### src/hw/rtl/content_length_deframer_assert.svh
// Assertion macros used by the deframer RTL (included by clen_core).
// Depends on a clock named clk and an active-low reset named rst_n in scope.
`ifndef CONTENT_LENGTH_DEFRAMER_ASSERT_SVH
`define CONTENT_LENGTH_DEFRAMER_ASSERT_SVH

// Same-cycle implication, disabled during reset.
`define CLD_ASSERT_IMP(label, ante, cons, msg) \
    label: assert property (@(posedge clk) disable iff (!rst_n) (ante) |-> (cons)) \
        else $error(msg);

// Next-cycle implication, disabled during reset.
`define CLD_ASSERT_NEXT(label, ante, cons, msg) \
    label: assert property (@(posedge clk) disable iff (!rst_n) (ante) |=> (cons)) \
        else $error(msg);

`endif

### src/hw/rtl/clen_pkg.sv
// Shared types, constants and helpers for the content-length deframer.
// No dependencies; imported by every deframer module.
`default_nettype none

package clen_pkg;

    localparam int LEN_W      = 32;   // width of the parsed length and counters
    localparam int MSG_W      = 32;   // width of the message_length result field
    localparam int PREFIX_LEN = 15;   // length of "Content-Length:"

    localparam logic [LEN_W-1:0] LEN_MAX = {LEN_W{1'b1}};

    localparam logic [7:0] CH_LF    = 8'h0A;
    localparam logic [7:0] CH_CR    = 8'h0D;
    localparam logic [7:0] CH_SPACE = 8'h20;
    localparam logic [7:0] CH_TAB   = 8'h09;
    localparam logic [7:0] CH_VT    = 8'h0B;
    localparam logic [7:0] CH_FF    = 8'h0C;
    localparam logic [7:0] CH_PLUS  = 8'h2B;
    localparam logic [7:0] CH_MINUS = 8'h2D;
    localparam logic [7:0] CH_ZERO  = 8'h30;
    localparam logic [7:0] CH_NINE  = 8'h39;

    typedef logic [LEN_W-1:0] len_t;

    typedef enum logic [2:0] {
        KIND_BODY    = 3'd0,
        KIND_EMPTY   = 3'd1,
        KIND_HDR_END = 3'd2,
        KIND_NO_LEN  = 3'd3,
        KIND_TRUNC   = 3'd4
    } kind_t;

    typedef struct packed {
        logic [7:0] in_byte;
        logic       end_of_input;
    } item_t;

    typedef struct packed {
        kind_t            kind;
        logic [7:0]       out_byte;
        logic             last;
        logic [MSG_W-1:0] message_length;
    } result_t;

    // Character of the header tag at a given position.
    function automatic logic [7:0] prefix_char(input logic [3:0] pos);
        logic [7:0] ch;
        unique case (pos)
            4'd0:    ch = 8'h43; // C
            4'd1:    ch = 8'h6F; // o
            4'd2:    ch = 8'h6E; // n
            4'd3:    ch = 8'h74; // t
            4'd4:    ch = 8'h65; // e
            4'd5:    ch = 8'h6E; // n
            4'd6:    ch = 8'h74; // t
            4'd7:    ch = 8'h2D; // -
            4'd8:    ch = 8'h4C; // L
            4'd9:    ch = 8'h65; // e
            4'd10:   ch = 8'h6E; // n
            4'd11:   ch = 8'h67; // g
            4'd12:   ch = 8'h74; // t
            4'd13:   ch = 8'h68; // h
            4'd14:   ch = 8'h3A; // :
            default: ch = 8'h00;
        endcase
        return ch;
    endfunction

endpackage

`default_nettype wire

### src/hw/rtl/clen_in_reg.sv
// Input register stage of the deframer: captures one request per cycle while load is asserted.
// Depends on clen_pkg.
`default_nettype none

module clen_in_reg
    import clen_pkg::*;
(
    input  wire logic  clk,
    input  wire logic  rst_n,
    input  wire logic  load,      // a request is accepted this cycle
    input  wire item_t item_in,
    input  wire logic  advance,   // the held item is consumed this cycle
    output logic       valid,
    output item_t      item
);

    logic  valid_reg;
    logic  valid_next;
    item_t item_reg;

    always_comb
    begin
        valid_next = valid_reg;
        if (load)
        begin
            valid_next = 1'b1;
        end
        else if (advance)
        begin
            valid_next = 1'b0;
        end
    end

    always_ff @(posedge clk or negedge rst_n)
    begin
        if (!rst_n)
        begin
            valid_reg <= 1'b0;
        end
        else
        begin
            valid_reg <= valid_next;
        end
    end

    // Hold payload unless a new request lands.
    always_ff @(posedge clk)
    begin
        if (load)
        begin
            item_reg <= item_in;
        end
    end

    assign valid = valid_reg;
    assign item  = item_reg;

endmodule

`default_nettype wire

### src/hw/rtl/clen_core.sv
// Header parser and body counter of the deframer: state registers plus
// the per-byte next-state and result logic. Depends on clen_pkg and the
// assertion header.
`default_nettype none
`include "content_length_deframer_assert.svh"

module clen_core
    import clen_pkg::*;
(
    input  wire logic  clk,
    input  wire logic  rst_n,
    input  wire logic  step,       // process the presented item this cycle
    input  wire item_t item,
    output logic       res_valid,
    output result_t    res
);

    typedef enum logic {
        PH_HEADER = 1'b0,
        PH_BODY   = 1'b1
    } phase_t;

    typedef enum logic [2:0] {
        LS_MATCH  = 3'd0,
        LS_SKIP   = 3'd1,
        LS_SIGN   = 3'd2,
        LS_DIGITS = 3'd3,
        LS_DONE   = 3'd4,
        LS_IGNORE = 3'd5
    } line_state_t;

    phase_t      phase_reg,    phase_next;
    line_state_t ls_reg,       ls_next;
    logic [3:0]  pos_reg,      pos_next;
    logic        nonempty_reg, nonempty_next;
    len_t        acc_reg,      acc_next;
    logic        vneg_reg,     vneg_next;
    logic        known_reg,    known_next;
    len_t        len_reg,      len_next;
    logic        lneg_reg,     lneg_next;
    len_t        rem_reg,      rem_next;

    logic [7:0]       c;
    logic             is_ws;
    logic             is_sign;
    logic             is_digit;
    logic [LEN_W+3:0] acc_wide;
    len_t             acc_digit;
    len_t             rem_dec;
    logic [3:0]       pos_inc;
    logic             clear_all;

    assign c        = item.in_byte;
    assign is_ws    = (c == CH_SPACE) || (c == CH_TAB) || (c == CH_VT) || (c == CH_FF);
    assign is_sign  = (c == CH_PLUS) || (c == CH_MINUS);
    assign is_digit = (c >= CH_ZERO) && (c <= CH_NINE);
    assign pos_inc  = pos_reg + 4'd1;
    assign rem_dec  = (rem_reg == '0) ? '0 : rem_reg - len_t'(1);

    // acc*10 + digit, saturating at the largest length value
    always_comb
    begin
        acc_wide = ({4'b0, acc_reg} << 3) + ({4'b0, acc_reg} << 1)
                 + (LEN_W+4)'(c - CH_ZERO);
        if (acc_wide > {4'b0, LEN_MAX})
        begin
            acc_digit = LEN_MAX;
        end
        else
        begin
            acc_digit = acc_wide[LEN_W-1:0];
        end
    end

    always_comb
    begin
        phase_next    = phase_reg;
        ls_next       = ls_reg;
        pos_next      = pos_reg;
        nonempty_next = nonempty_reg;
        acc_next      = acc_reg;
        vneg_next     = vneg_reg;
        known_next    = known_reg;
        len_next      = len_reg;
        lneg_next     = lneg_reg;
        rem_next      = rem_reg;
        clear_all     = 1'b0;
        res_valid     = 1'b0;
        res           = '0;
        res.kind      = KIND_BODY;

        if (step)
        begin
            if (phase_reg == PH_HEADER)
            begin
                if (item.end_of_input)
                begin
                    res_valid = 1'b1;
                    res.kind  = KIND_HDR_END;
                    res.last  = 1'b1;
                    clear_all = 1'b1;
                end
                else if (c == CH_CR)
                begin
                    // drop carriage returns
                end
                else if (c == CH_LF)
                begin
                    if (!nonempty_reg)
                    begin
                        // blank line ends the headers
                        if (!known_reg || lneg_reg)
                        begin
                            res_valid = 1'b1;
                            res.kind  = KIND_NO_LEN;
                            res.last  = 1'b1;
                            clear_all = 1'b1;
                        end
                        else if (len_reg == '0)
                        begin
                            res_valid = 1'b1;
                            res.kind  = KIND_EMPTY;
                            res.last  = 1'b1;
                            clear_all = 1'b1;
                        end
                        else
                        begin
                            phase_next = PH_BODY;
                            rem_next   = len_reg;
                        end
                    end
                    else if ((ls_reg == LS_SKIP) || (ls_reg == LS_SIGN) ||
                             (ls_reg == LS_DIGITS) || (ls_reg == LS_DONE))
                    begin
                        known_next = 1'b1;
                        len_next   = acc_reg;
                        lneg_next  = vneg_reg && (acc_reg != '0);
                    end
                    ls_next       = LS_MATCH;
                    pos_next      = '0;
                    nonempty_next = 1'b0;
                    acc_next      = '0;
                    vneg_next     = 1'b0;
                end
                else
                begin
                    nonempty_next = 1'b1;
                    unique case (ls_reg)
                        LS_MATCH:
                        begin
                            if ((pos_reg < 4'(PREFIX_LEN)) && (c == prefix_char(pos_reg)))
                            begin
                                pos_next = pos_inc;
                                if (pos_inc == 4'(PREFIX_LEN))
                                begin
                                    ls_next = LS_SKIP;
                                end
                            end
                            else
                            begin
                                ls_next = LS_IGNORE;
                            end
                        end
                        LS_SKIP:
                        begin
                            if (is_ws)
                            begin
                                // skip leading whitespace
                            end
                            else if (is_sign)
                            begin
                                vneg_next = (c == CH_MINUS);
                                ls_next   = LS_SIGN;
                            end
                            else if (is_digit)
                            begin
                                acc_next = acc_digit;
                                ls_next  = LS_DIGITS;
                            end
                            else
                            begin
                                ls_next = LS_DONE;
                            end
                        end
                        LS_SIGN, LS_DIGITS:
                        begin
                            if (is_digit)
                            begin
                                acc_next = acc_digit;
                                ls_next  = LS_DIGITS;
                            end
                            else
                            begin
                                ls_next = LS_DONE;
                            end
                        end
                        default:
                        begin
                            // ignore the rest of the line
                        end
                    endcase
                end
            end
            else
            begin
                res_valid          = 1'b1;
                res.message_length = MSG_W'(len_reg);
                if (item.end_of_input)
                begin
                    res.kind  = KIND_TRUNC;
                    res.last  = 1'b1;
                    clear_all = 1'b1;
                end
                else
                begin
                    res.kind     = KIND_BODY;
                    res.out_byte = c;
                    rem_next     = rem_dec;
                    if (rem_dec == '0)
                    begin
                        res.last  = 1'b1;
                        clear_all = 1'b1;
                    end
                end
            end
        end

        // restart after any closing result
        if (clear_all)
        begin
            phase_next    = PH_HEADER;
            ls_next       = LS_MATCH;
            pos_next      = '0;
            nonempty_next = 1'b0;
            acc_next      = '0;
            vneg_next     = 1'b0;
            known_next    = 1'b0;
            len_next      = '0;
            lneg_next     = 1'b0;
            rem_next      = '0;
        end
    end

    always_ff @(posedge clk or negedge rst_n)
    begin
        if (!rst_n)
        begin
            phase_reg    <= PH_HEADER;
            ls_reg       <= LS_MATCH;
            pos_reg      <= '0;
            nonempty_reg <= 1'b0;
            acc_reg      <= '0;
            vneg_reg     <= 1'b0;
            known_reg    <= 1'b0;
            len_reg      <= '0;
            lneg_reg     <= 1'b0;
            rem_reg      <= '0;
        end
        else
        begin
            phase_reg    <= phase_next;
            ls_reg       <= ls_next;
            pos_reg      <= pos_next;
            nonempty_reg <= nonempty_next;
            acc_reg      <= acc_next;
            vneg_reg     <= vneg_next;
            known_reg    <= known_next;
            len_reg      <= len_next;
            lneg_reg     <= lneg_next;
            rem_reg      <= rem_next;
        end
    end

    `CLD_ASSERT_IMP(a_error_is_last, res_valid && (res.kind != KIND_BODY), res.last,
        "non-body result without last")
    `CLD_ASSERT_IMP(a_body_has_count, phase_reg == PH_BODY, rem_reg != '0,
        "body phase with no bytes remaining")
    `CLD_ASSERT_NEXT(a_last_restarts, res_valid && res.last,
        (phase_reg == PH_HEADER) && !known_reg && (ls_reg == LS_MATCH) && (rem_reg == '0),
        "state not cleared after closing result")
    `CLD_ASSERT_IMP(a_header_err_zero,
        res_valid && ((res.kind == KIND_HDR_END) || (res.kind == KIND_NO_LEN)),
        (res.out_byte == 8'h00) && (res.message_length == '0),
        "header error result carries data")

endmodule

`default_nettype wire

### src/hw/rtl/clen_out_reg.sv
// Result register of the deframer: holds one result until the sink takes it.
// Depends on clen_pkg.
`default_nettype none

module clen_out_reg
    import clen_pkg::*;
(
    input  wire logic    clk,
    input  wire logic    rst_n,
    input  wire logic    load,      // a new result is produced this cycle
    input  wire result_t res_in,
    input  wire logic    ready,     // sink takes the held result
    output logic         free,      // register can take a result this cycle
    output logic         valid,
    output result_t      res
);

    logic    valid_reg;
    logic    valid_next;
    result_t res_reg;

    assign free = !valid_reg || ready;

    always_comb
    begin
        valid_next = valid_reg;
        if (load)
        begin
            valid_next = 1'b1;
        end
        else if (ready)
        begin
            valid_next = 1'b0;
        end
    end

    always_ff @(posedge clk or negedge rst_n)
    begin
        if (!rst_n)
        begin
            valid_reg <= 1'b0;
        end
        else
        begin
            valid_reg <= valid_next;
        end
    end

    always_ff @(posedge clk)
    begin
        if (load)
        begin
            res_reg <= res_in;
        end
    end

    assign valid = valid_reg;
    assign res   = res_reg;

endmodule

`default_nettype wire

### src/hw/rtl/content_length_deframer.sv
// Content-length deframer: an accepted request passes through the input
// register, then the parser, to its result in the result register on the master side.
// One byte per cycle unless the sink stalls; the parser touches each byte once.
// Backpressure on the master side stalls the input register, then s_axis_tready.
// rst_n (asynchronous, active low) empties both registers and returns the
// parser to the header phase with no length known.
`default_nettype none

module content_length_deframer
    import clen_pkg::*;
(
    input  wire logic        clk,
    input  wire logic        rst_n,

    input  wire logic        s_axis_tvalid,
    output logic             s_axis_tready,
    input  wire logic [7:0]  s_axis_tdata,   // [7:0] in_byte
    input  wire logic        s_axis_tuser,   // [0] end_of_input

    output logic             m_axis_tvalid,
    input  wire logic        m_axis_tready,
    output logic [39:0]      m_axis_tdata,   // [7:0] out_byte, [39:8] message_length
    output logic             m_axis_tlast,   // last
    output logic [2:0]       m_axis_tuser    // [2:0] kind
);

    item_t   in_item;
    item_t   held_item;
    logic    held_valid;
    logic    out_free;
    logic    advance;
    logic    core_valid;
    result_t core_res;
    logic    out_valid;
    result_t out_res;

    assign in_item.in_byte      = s_axis_tdata;
    assign in_item.end_of_input = s_axis_tuser;

    // Advance the held byte whenever the result register has room; accept
    // a new request whenever the input register is empty or being drained.
    assign advance       = held_valid && out_free;
    assign s_axis_tready = !held_valid || advance;

    clen_in_reg u_in_reg (
        .clk     (clk),
        .rst_n   (rst_n),
        .load    (s_axis_tvalid && s_axis_tready),
        .item_in (in_item),
        .advance (advance),
        .valid   (held_valid),
        .item    (held_item)
    );

    // Parse the header or count the body, one byte per step.
    clen_core u_core (
        .clk       (clk),
        .rst_n     (rst_n),
        .step      (advance),
        .item      (held_item),
        .res_valid (core_valid),
        .res       (core_res)
    );

    // Hold the result for the sink.
    clen_out_reg u_out_reg (
        .clk    (clk),
        .rst_n  (rst_n),
        .load   (core_valid),
        .res_in (core_res),
        .ready  (m_axis_tready),
        .free   (out_free),
        .valid  (out_valid),
        .res    (out_res)
    );

    assign m_axis_tvalid = out_valid;
    assign m_axis_tdata  = {out_res.message_length, out_res.out_byte};
    assign m_axis_tlast  = out_res.last;
    assign m_axis_tuser  = out_res.kind;

endmodule

`default_nettype wire

### config.mk
export PLATFORM = sky130hd
export DESIGN_NAME = content_length_deframer
export DESIGN_NICKNAME = d
export VERILOG_FILES = /design/src/hw/rtl/clen_pkg.sv /design/src/hw/rtl/clen_in_reg.sv /design/src/hw/rtl/clen_core.sv /design/src/hw/rtl/clen_out_reg.sv /design/src/hw/rtl/content_length_deframer.sv
export VERILOG_INCLUDE_DIRS = /design/src /design/src/hw/rtl
export SDC_FILE = /design/constraint.sdc
export NUM_CORES = 1
export LEC_CHECK = 0
export BUFFER_PORTS_ARGS = -buffer_cell sky130_fd_sc_hd__buf_2
export CORE_MARGIN = 2
export CORE_UTILIZATION = 45
export DETAILED_ROUTE_END_ITERATION = 6
export GPL_TIMING_DRIVEN = 0
export PLACE_DENSITY_LB_ADDON = 0.15
export SYNTH_ARGS = -nofsm -noshare
export SYNTH_HDL_FRONTEND = slang
export SYNTH_SLANG_ARGS = --single-unit
export TNS_END_PERCENT = 100
### constraint.sdc
create_clock -name clk -period 10.74 [get_ports clk]
set_clock_uncertainty 0.05 [all_clocks]
set_input_delay 0.537 -clock clk [delete_from_list [all_inputs] [get_ports clk]]
set_output_delay 0.537 -clock clk [all_outputs]
set_load 0.1 [all_outputs]
After elaboration in Yosys (flattened, before gate mapping)
Memory sizes are Yosys's and may differ from the RTL's.
Index checks and enable logic that the tools add are counted.
W data, S select, Z words.
- add/sub/neg operators: 5
- order comparisons: 4
- equal/unequal tests: 25
- muxes and demuxes: 120
- bitwise gates (word level): 2
- reduce and logical (&&, ||, !) cells: 46
- operators by type and width (cell ; count):
    $mux W32 ; 29
    $logic_not A32 Y1 ; 3
    $pmux W32 S2 ; 1
    $mux W1 ; 57
    $mux W3 ; 18
    $mux W8 ; 6
    $eq A8 B4 Y1 const B ; 5
    $add A35 B33 Y36 ; 1
    $add A36 B36 Y36 ; 1
    $gt A36 B32 Y1 const B ; 1
    $reduce_and A7 Y1 ; 5
    $mux W4 ; 8
    $reduce_bool A32 Y1 ; 1
    $sub A32 B1 Y32 const B ; 1
    $eq A8 B6 Y1 const B ; 3
    $reduce_bool A3 Y1 ; 5
    $reduce_bool A2 Y1 ; 6
    $logic_or A1 B1 Y1 ; 10
    $ne A3 B1 Y1 const B ; 3
    $pmux W3 S3 ; 1
    $sub A8 B6 Y9 const B ; 1
    $eq A8 B8 Y1 ; 1
    $ge A8 B6 Y1 const B ; 1
    $le A8 B6 Y1 const B ; 1
    other kinds (23) ; 33
- register bits after elaboration: 163
- ROM bits: 112
- input port bits: 13
- output and inout port bits: 46
- logic and storage cells: 221
- memories kept: 1
- memories (memory ; depth ; bits a word ; rd ports ; clocked after Yosys merged registers in ; write ports ; line ; RTL):
    (name not given) ; 16 ; 7 ; 1 ; 0 ; 0 ; clen_pkg.sv:49 ; unique case (pos)

Depth between registers and ports, before layout
Gate-level depths: netlist (run 1).
- depth after elaboration: 17
- gate-level depth with buffers: 16
- depth with buffers taken out: 15

Modules after synthesis
Synthesis (run 1) repeated with hierarchy kept, for this count alone.
- cells, all modules: 1142
- area total of the unflattened synthesis: 10777.8 um^2
- modules (own cells, without submodules) (module ; times used ; cells each ; area each (um^2) ; sequential area each (um^2)):
    clen_core ; 1 ; 1080 ; 9072.5 ; 2702.6
    clen_out_reg ; 1 ; 47 ; 1368.8 ; 1346.3
    clen_in_reg ; 1 ; 12 ; 306.5 ; 295.3
    content_length_deframer ; 1 ; 3 ; 30.0 ; 0.0

Least setup slack after synthesis (run 1)
Ideal clock, no wire load.
- path kind: register to register
- from: register u_in_reg.item_reg, in the netlist u_in_reg.item[5]
- to: register u_core.acc_reg[10]
- library setup time: 124 ps
- data arrival time: 6688 ps
- slack: 3878 ps
- cell stages (with the launch flop): 16
- buffers on the path: 2
- clock period less this slack: 6862 ps
- path through: edfxtp_1 -> ha_1 -> nor3_1 -> fa_1 -> ha_1 -> clkbuf_1 -> a21oi_1 -> o211ai_1 -> o2111ai_1 -> a41oi_1 -> a2111oi_0 -> o21bai_1 -> o2111ai_1 -> a41oi_1 -> clkbuf_1 -> a211o_1
- cells in the longest elaborated chain, start to end: 14
- ends and longest elaborated chain (item ; line ; RTL):
    from (decl) ; clen_in_reg.sv:19 ; item_t item_reg;
    from (signal assigned) ; clen_in_reg.sv:51 ; item_reg <= item_in;
    $sub A8 B6 Y9 ; clen_core.sv:64 ; + (LEN_W+4)'(c - CH_ZERO);
    $add A36 B36 Y36 ; clen_core.sv:64 ;
    $gt A36 B32 Y1 ; clen_core.sv:65 ; if (acc_wide > {4'b0, LEN_MAX})
    $mux W32 ; clen_core.sv:65 ;
    $mux W32 ; clen_core.sv:175, clen_core.sv:187 ;
    $mux W32 ; clen_core.sv:170 ; else if (is_sign)
    $mux W32 ; clen_core.sv:166 ; if (is_ws)
    $pmux W32 S2 ; clen_core.sv:148 ; unique case (ls_reg)
    $mux W32 ; clen_core.sv:107 ; else if (c == CH_LF)
    $mux W32 ; clen_core.sv:103 ; else if (c == CH_CR)
    $mux W32 ; clen_core.sv:96 ; if (item.end_of_input)
    $mux W32 ; clen_core.sv:94 ; if (phase_reg == PH_HEADER)
    $mux W32 ; clen_core.sv:92 ; if (step)
    $mux W32 ; clen_core.sv:229 ; if (clear_all)
    to (signal assigned) ; clen_core.sv:265 ; acc_reg <= acc_next;
    to (decl) ; clen_core.sv:36 ; len_t acc_reg, acc_next;
Parallel ways exist; a longest one is shown, timed or not. The select of a mux whose other input is x is not followed.
A chain may end at the register's enable or synchronous reset.

Final worst setup path (run 1)
- from: register u_in_reg.item_reg, in the netlist u_in_reg.item[5]
- to: register u_core.acc_reg[18]
Same word-level chain as after synthesis.

==> results of run 1 <==
-- area by class of cell --
type / instances / area [um2] / area share, %
repair buffers: 63 / 377 / 3.12
well taps: 319 / 399 / 3.30
plain buffers: 72 / 278 / 2.30
inverters: 49 / 184 / 1.52
clock inverters: 13 / 146 / 1.21
multi-input cells: 857 / 5930 / 49.0
clock buffers: 19 / 433 / 3.58
flip-flops and latches: 163 / 4340 / 35.9
-- where the power goes --
group	switching, W	internal, W
logic	0.000202	0.0000616
registers	0.0000133	0.000662
clock network	0.000281	0.000328
-- per-stage QoR --
step	setup WS, ns	total power [W]
2_1_floorplan	3.88	0.000880
3_3_place_gp	1.40	0.000945
3_5_place_dp	4.52	0.000951
4_1_cts	4.49	0.00156
5_1_grt	4.11	0.00161
6_report	4.52	0.00155
-- Yosys cell counts, types with 5 or more instances --
cell / number
a22oi_1: 14
xnor2_1: 34
buf_1: 7
o32ai_1: 5
o221ai_1: 6
a221o_1: 8
nor2_1: 96
nand2b_1: 12
nand2_1: 111
a211o_1: 27
nor4_1: 35
edfxtp_1: 53
o21a_1: 7
buf_2: 6
fa_1: 31
or3_1: 7
xor2_1: 17
nand4_1: 15
dfrtp_1: 110
nand3_1: 26
o21ai_0: 65
nor2b_1: 11
o31ai_1: 12
and3_1: 10
clkbuf_1: 59
ha_1: 47
o22ai_1: 9
or2_2: 6
and2_1: 29
o211ai_1: 7
a21oi_1: 59
mux2i_1: 8
o21bai_1: 8
nor3_1: 37
a21o_1: 14
a31oi_1: 6
a311oi_1: 5
inv_1: 49
-- timing repair --
action                                 CTS  global route
hold buffers                             1             0
resized for setup                        0             0
endpoints found under the hold margin   24             0
-- layout by cell type (no fill, tap or decap), drive strengths merged, types with 27 or more instances in the layout --
master  Yosys  final
nand2     111    111
ha         47     47
nor3       40     40
inv        49     54
a211o      27     27
o21ai      67     67
clkbuf     59     78
nor2       96     96
edfxtp     53     53
dfrtp     110    110
buf        13     75
fa         31     31
a21oi      59     59
nor4       37     37
and2       29     29
xnor2      34     34
-- metal layers --
layer	vias to the layer above	share of wire [%]	global-route usage (%)	wire length [um]
met3	70	6.4	4.60	1990
met5	-	0	0	0
li1	4342	-	-	-
met2	316	46	41.0	14300
met4	0	3.2	9.35	985
met1	4423	44	36.1	13900
-- how the worst max path moves through the flow --
stage / end / startpoint / slack (ns) / depth (start not counted)
global route: u_core.acc_reg[18] / u_in_reg.item[5] / 4.11 / 15
floorplan: u_core.acc_reg[10] / u_in_reg.item[5] / 3.88 / 15
finish: u_core.acc_reg[18] / u_in_reg.item[5] / 4.52 / 16
detailed placement: u_core.acc_reg[18] / u_in_reg.item[5] / 4.52 / 16
CTS: u_core.acc_reg[18] / u_in_reg.item[5] / 4.49 / 16
global placement: u_core.acc_reg[18] / u_in_reg.item[5] / 1.40 / 15
-- cell families (layout without fill, tap and decap cells) --
family	Yosys count	in the layout	share of synthesized area, %
mux	11	11	1.06
simple gates	423	423	20.1
flops	163	163	40.5
fa+ha+maj	78	78	11.3
xor+xnor	51	51	4.16
compound gates	294	294	18.6
buf+inv	121	216	4.30
-- worst max-delay path, cell delays in order, from the launching register on --
cell and delay [ns]:
edfxtp_1 0.50, ha_1 0.31, nor3_2 0.73, buf_6 0.27, fa_1 0.44, ha_1 0.29
clkbuf_1 0.20, a21oi_1 0.24, o21ai_0 0.15, o21ai_1 0.16, a41oi_1 0.07, a2111oi_1 0.95
a311oi_1 0.23, xnor2_1 0.19, a41oi_1 0.67, clkbuf_1 0.49, a211o_1 0.19
==> results.sh, run 1 <==
export IMPL_grt_max_degree=87
export IMPL_largest_register_ffs=44
export IMPL_diodes=0
export IMPL_r2r_slack_ns=4.52
export IMPL_dpl_cell_area_um2=11500
export IMPL_nFillCells=2202
export IMPL_p_leak_nw=5.29
export IMPL_r2r_end="u_core.acc_reg[18]"
export IMPL_clock_root_buffer="clkbuf_16"
export IMPL_status="finished clean"
export IMPL_crit_arrival_ns=6.54
export IMPL_grt_pass1_vias=8912
export IMPL_initial_utilization_pct=45.7
export IMPL_io_buffers=58
export IMPL_min_path_type="input port to flop"
export IMPL_period_share_pct=57.9
export IMPL_final_nets=1314
export IMPL_startpoint_type="flop"
export IMPL_ys_warn_count=0
export IMPL_slew_headroom_pct=27.0
export IMPL_dr_first_iter_drc_count=721
export IMPL_synth_seq_cells=163
export IMPL_dr_pass1_iters=5
export IMPL_core_area_um2=23500
export IMPL_yosys_area_top_type="dfrtp_1"
export IMPL_layout_drive_gt1_share_pct=9.79
export IMPL_tightest_slew_ns=1.09
export IMPL_htreeDepth=4
export IMPL_clk_latency_ns=0.44
export IMPL_final_area_um2=12100
export IMPL_worstPathRequired_ns=11.06
export IMPL_antenna_found_initial=0
export IMPL_async_flop_share_pct=67.5
export IMPL_cts_buffers=17
export IMPL_synthDistinctLibCells=74
export IMPL_dp_cells=1522
export IMPL_grtUsageTotal_pct=26.0
export IMPL_min_period_ns=6.22
export IMPL_grt_pass1_wl_um=49900
export IMPL_via_per_inst=5.88
export IMPL_synth_edf_count=53
export IMPL_syn_nets=1232
export IMPL_synthToLayoutAreaGrowth_pct=12.7
export IMPL_final_cells=1555
export IMPL_hold_ws_ns=0.223
export IMPL_setup_viol=0
export IMPL_finalMaxSlewViolations=0
export IMPL_min_from="s_axis_tdata[0]"
export IMPL_antenna_left=0
export IMPL_hold_path_end="u_in_reg.item[1]"
export IMPL_routed_wl_um=31100
export IMPL_worst_path_max_fanout=10
export IMPL_seq_area_frac_synth_pct=40.5
export IMPL_cts_setup_buffers=0
export IMPL_cts_max_path_buffers=2
export IMPL_hold_viol=0
export IMPL_drc_errors=0
export IMPL_final_util_pct=51.5
export IMPL_worstReg2RegStart="u_in_reg.item[5]"
export IMPL_num_vias=9151
export IMPL_tns_ns=0
export IMPL_die_w_um=158
export IMPL_power_density_nw_per_um2=128
export IMPL_max_freq_mhz=161
export IMPL_synthFlopType="dfrtp_1"
export IMPL_syn_inst=1141
export IMPL_rr_worst_depth=16
export IMPL_cts_tree="done"
export IMPL_row_count=56
export IMPL_die_h_um=158
export IMPL_synth_top_area_share_pct=25.7
export IMPL_syn_area_per_cell_um2=9.40
export IMPL_maxCapViolCount=0
export IMPL_io_pins=59
export IMPL_hold_path_depth=1
export IMPL_wl_per_cell_um=20.0
export IMPL_grt_overflow_total=0
export IMPL_crit_type="flop to flop"
export IMPL_rsz0062_at_grt="no"
export IMPL_endpoint_kind="flop"
export IMPL_hpwl_um=23100
export IMPL_syn_area_um2=10700
export IMPL_gp_congestion=0.950
export IMPL_dieArea_um2=25100
export IMPL_vdd_drop_max_mv=0.100
export IMPL_ys_top_cells_by_area="dfrtp_1 26%, edfxtp_1 15%, fa_1 5.8%, ha_1 5.5%, nand2_1 3.9%"
export IMPL_clkTransAtPathRegs_ns=0.07
export IMPL_clock_sinks=163
Power figures use the tool's default switching activity.
==> run 2: changes to the inputs <==
--- a/config.mk
+++ b/config.mk
@@ -6,6 +6,7 @@
 export SDC_FILE = /design/constraint.sdc
 export NUM_CORES = 1
 export LEC_CHECK = 0
+export ABC_AREA = 1
 export BUFFER_PORTS_ARGS = -buffer_cell sky130_fd_sc_hd__buf_2
 export CORE_MARGIN = 2
 export CORE_UTILIZATION = 45
==> constraint.sdc (replaced) <==
create_clock -name clk -period 5.8 [get_ports clk]
set_clock_uncertainty 0.05 [all_clocks]
set_input_delay 0.29 -clock clk [delete_from_list [all_inputs] [get_ports clk]]
set_output_delay 0.29 -clock clk [all_outputs]
set_load 0.1 [all_outputs]
==> run 2 against run 1 <==
Compared with the run above:
- sequential cell count unchanged
- critical endpoint is now u_core.acc_reg[10]
- largest cell class unchanged
- via count up 30%
- worst hold slack got worse by 0.19 ns
- maximum frequency increased by 20%
- clock power up 92%
==> results.sh, run 2 <==
export IMPL_synthAdderAreaFrac_pct=9.69
export IMPL_synth_edf_count=53
export IMPL_synthFlopType="dfrtp_1"
export IMPL_p_sw_w=0.00524
export IMPL_clock_root_buffer="clkbuf_16"
export IMPL_endpoint_kind="flop"
export IMPL_crit_arrival_ns=5.43
export IMPL_syn_inst=1796
export IMPL_rsz0062_at_grt="no"
export IMPL_antenna_left=0
export IMPL_worst_path_max_fanout=18
export IMPL_routed_wl_um=36700
export IMPL_wl_per_cell_um=16.2
export IMPL_min_period_ns=5.16
export IMPL_synthDistinctLibCells=42
export IMPL_power_density_nw_per_um2=670
export IMPL_cts_tree="done"
export IMPL_setup_viol=0
export IMPL_async_flop_share_pct=67.5
export IMPL_dpl_cell_area_um2=13300
export IMPL_place_ws_ns=0.695
export IMPL_ys_warn_count=0
export IMPL_period_share_pct=89.0
export IMPL_synthXorXnorAreaFrac_pct=1.76
export IMPL_cp_cell_sequence="ha_1, nor3_4, buf_16, fa_1, ha_1, a21oi_1, nand2_1, nand2_1, nand2_1, a21oi_1, nand2_1, nand2_1, nand2_1, nor2_1, clkbuf_1, nand4_1, nand2_1, a21oi_1, nand3_1, nand2_1"
export IMPL_dr_first_iter_drc_count=986
export IMPL_yosys_area_top_type="dfrtp_1"
export IMPL_busiest_layer="met2"
export IMPL_grt_pass1_wl_um=59600
export IMPL_startpoint_type="flop"
export IMPL_synth_simple_area_share_pct=34.6
export IMPL_syn_nets=1887
export IMPL_dr_pass1_iters=5
export IMPL_path_buf_inv=2
export IMPL_switching_share_pct=55.8
export IMPL_synthToLayoutAreaGrowth_pct=12.5
export IMPL_p_leak_nw=7.06
export IMPL_worstPathRequired_ns=6.07
export IMPL_layout_common_cells="539 x nand2_1, 215 x inv_1, 196 x nor2_1, 172 x nand3_1, 110 x dfrtp_1"
export IMPL_grtUsageMet1_pct=35.3
export IMPL_drc_errors=0
export IMPL_slew_headroom_pct=51.0
export IMPL_row_count=60
export IMPL_ys_top_cells_by_area="dfrtp_1 22%, nand2_1 16%, edfxtp_1 13%, nand3_1 6.9%, inv_1 6.5%"
export IMPL_synth_top_area_share_pct=22.1
export IMPL_grt_util_met2_pct=43.8
export IMPL_critical_path_top_delay_family="simple AND/OR/NAND/NOR gates"
export IMPL_synthTopCellsByCount="539 x nand2_1, 215 x inv_1, 196 x nor2_1"
export IMPL_synth_seq_cells=163
export IMPL_status="finished clean"
export IMPL_maxCapViolCount=0
export IMPL_cts_resized_gates=0
export IMPL_grt_pass1_vias=11554
export IMPL_diodes=0
export IMPL_via_per_inst=5.26
export IMPL_cts_hold_buf=10
export IMPL_htreeDepth=4
export IMPL_finalWorstSetupSlack_ns=0.640
export IMPL_pwr_share_clk_pct=12.4
export IMPL_synth_compound_area_share_pct=9.56
export IMPL_cp_common_cell="nand2_1"
export IMPL_grt_overflow_total=0
export IMPL_finalMaxSlewViolations=0
export IMPL_die_h_um=170
export IMPL_syn_area_per_cell_um2=6.94
export IMPL_grt_met3_usage_pct=3.14
export IMPL_initial_utilization_pct=46.0
export IMPL_final_nets=1977
export IMPL_synth_most_common_cell="nand2_1"
export IMPL_synth_mux_area_share_pct=0
export IMPL_layout_drive_gt1_share_pct=7.90
export IMPL_p_seq_share_pct=19.6
export IMPL_grtUsageTotal_pct=26.5
export IMPL_hold_viol=0
export IMPL_p_int_w=0.00415
export IMPL_crit_type="flop to flop"
export IMPL_cts_setup_buffers=0
export IMPL_syn_area_um2=12500
export IMPL_dieArea_um2=29100
export IMPL_max_freq_mhz=194
export IMPL_largest_register_ffs=44
export IMPL_hpwl_um=29900
export IMPL_io_pins=59
export IMPL_cts_max_path_buffers=2
export IMPL_vdd_drop_max_mv=0.429
export IMPL_min_path_type="input port to flop"
export IMPL_die_w_um=170
export IMPL_core_area_um2=27100
export IMPL_cts_buffers=17
export IMPL_crit_path_max_incr_delay_ns=0.64
export IMPL_seq_area_frac_synth_pct=34.8
export IMPL_io_buffers=58
export IMPL_clkTransAtPathRegs_ns=0.08
export IMPL_antenna_found_initial=0
export IMPL_critPathSlowestCell="nor3_4"
export IMPL_final_area_um2=14000
export IMPL_synth_top_family_by_area="simple AND/OR/NAND/NOR gates"
export IMPL_clk_latency_ns=0.44
export IMPL_tightest_slew_ns=0.735
export IMPL_clock_sinks=163
export IMPL_grt_max_degree=63
export IMPL_num_vias=11941
export IMPL_p_comb_share_pct=67.9
export IMPL_final_common_cell="nand2_1"
export IMPL_gp_congestion=0.944
run 2: changes by cell type in the layout (fill, tap and decap cells not counted), sizes merged, moves of 38 or more:
| cell | change |
|---|---|
| nor2 | +107 |
| nand4 | +38 |
| inv | +176 |
| nand3 | +147 |
| a21oi | +41 |
| nand2 | +433 |
run 2: cells by family (layout without fill, tap and decap cells):
| family | count (synthesis) | after routing |
|---|---|---|
| fa+ha+maj | 78 | 78 |
| compound gates | 220 | 220 |
| flops | 163 | 163 |
| simple gates | 1017 | 1017 |
| xor+xnor | 25 | 25 |
| buf+inv | 293 | 396 |
run 2: path summary, 6_finish.rpt:
kind	slack, ns	start	cells past startpoint	to
max reg2reg	0.64	u_in_reg.item[5]	20	u_core.acc_reg[10]
min	0.03	s_axis_tvalid	3	u_in_reg.valid
min reg2reg	0.42	u_core.vneg_reg	2	u_core.vneg_reg
max	0.64	u_in_reg.item[5]	20	u_core.acc_reg[10]
max in group asynchronous	4.58	rst_n	3	u_core.len_reg[23]
min in group asynchronous	0.37	rst_n	2	u_core.pos_reg[0]
run 2: area by class of cell:
class | count | area, um2
Buffer | 68 | 342
Clock buffer | 17 | 425
Clock inverter | 15 | 184
Fill cell | 2737 | 13100
Inverter | 225 | 845
Multi-Input combinational cell | 1340 | 6950
Sequential cell | 163 | 4340
Tap cell | 372 | 465
Timing Repair Buffer | 71 | 468
run 2: power groups by stage:
stage	Sequential [W]	Clock (W)	Combinational (W)
3_3_place_gp	0.00186	0	0.00622
5_1_grt	0.00189	0.00123	0.00724
2_1_floorplan	0.00190	0	0.00453
6_report	0.00184	0.00117	0.00638
3_5_place_dp	0.00186	0	0.00629
4_1_cts	0.00184	0.00118	0.00633
run 2: tightest hold or removal path: cells and delay by family:
kind | cells | cell delay, ns
AND/OR/NAND/NOR | 2 | 0.11
buffers and inverters | 1 | 0.07
run 2: stage by stage:
| step | total power, W | cells | setup TNS (ns) | utilization (%) | hold slack [ns] |
|---|---|---|---|---|---|
| detailed placement | 0.00815 | 2229 | 0 | 49.1 | 0.316 |
| global placement | 0.00808 | 2226 | -15.09 | 48.8 | 0.404 |
| global route | 0.0104 | 2271 | 0 | 51.7 | 0.0214 |
| finish | 0.00939 | 2271 | 0 | 51.7 | 0.0280 |
| floorplan | 0.00643 | 1796 | 0 | - | -0.0556 |
| CTS | 0.00935 | 2271 | 0 | 51.7 | 0.0234 |
run 2: routing by layer:
metal	part of all wire [%]	vias up
li1	-	6006
met5	0	-
met4	3.4	0
met1	44	5523
met3	5.2	61
met2	47	351
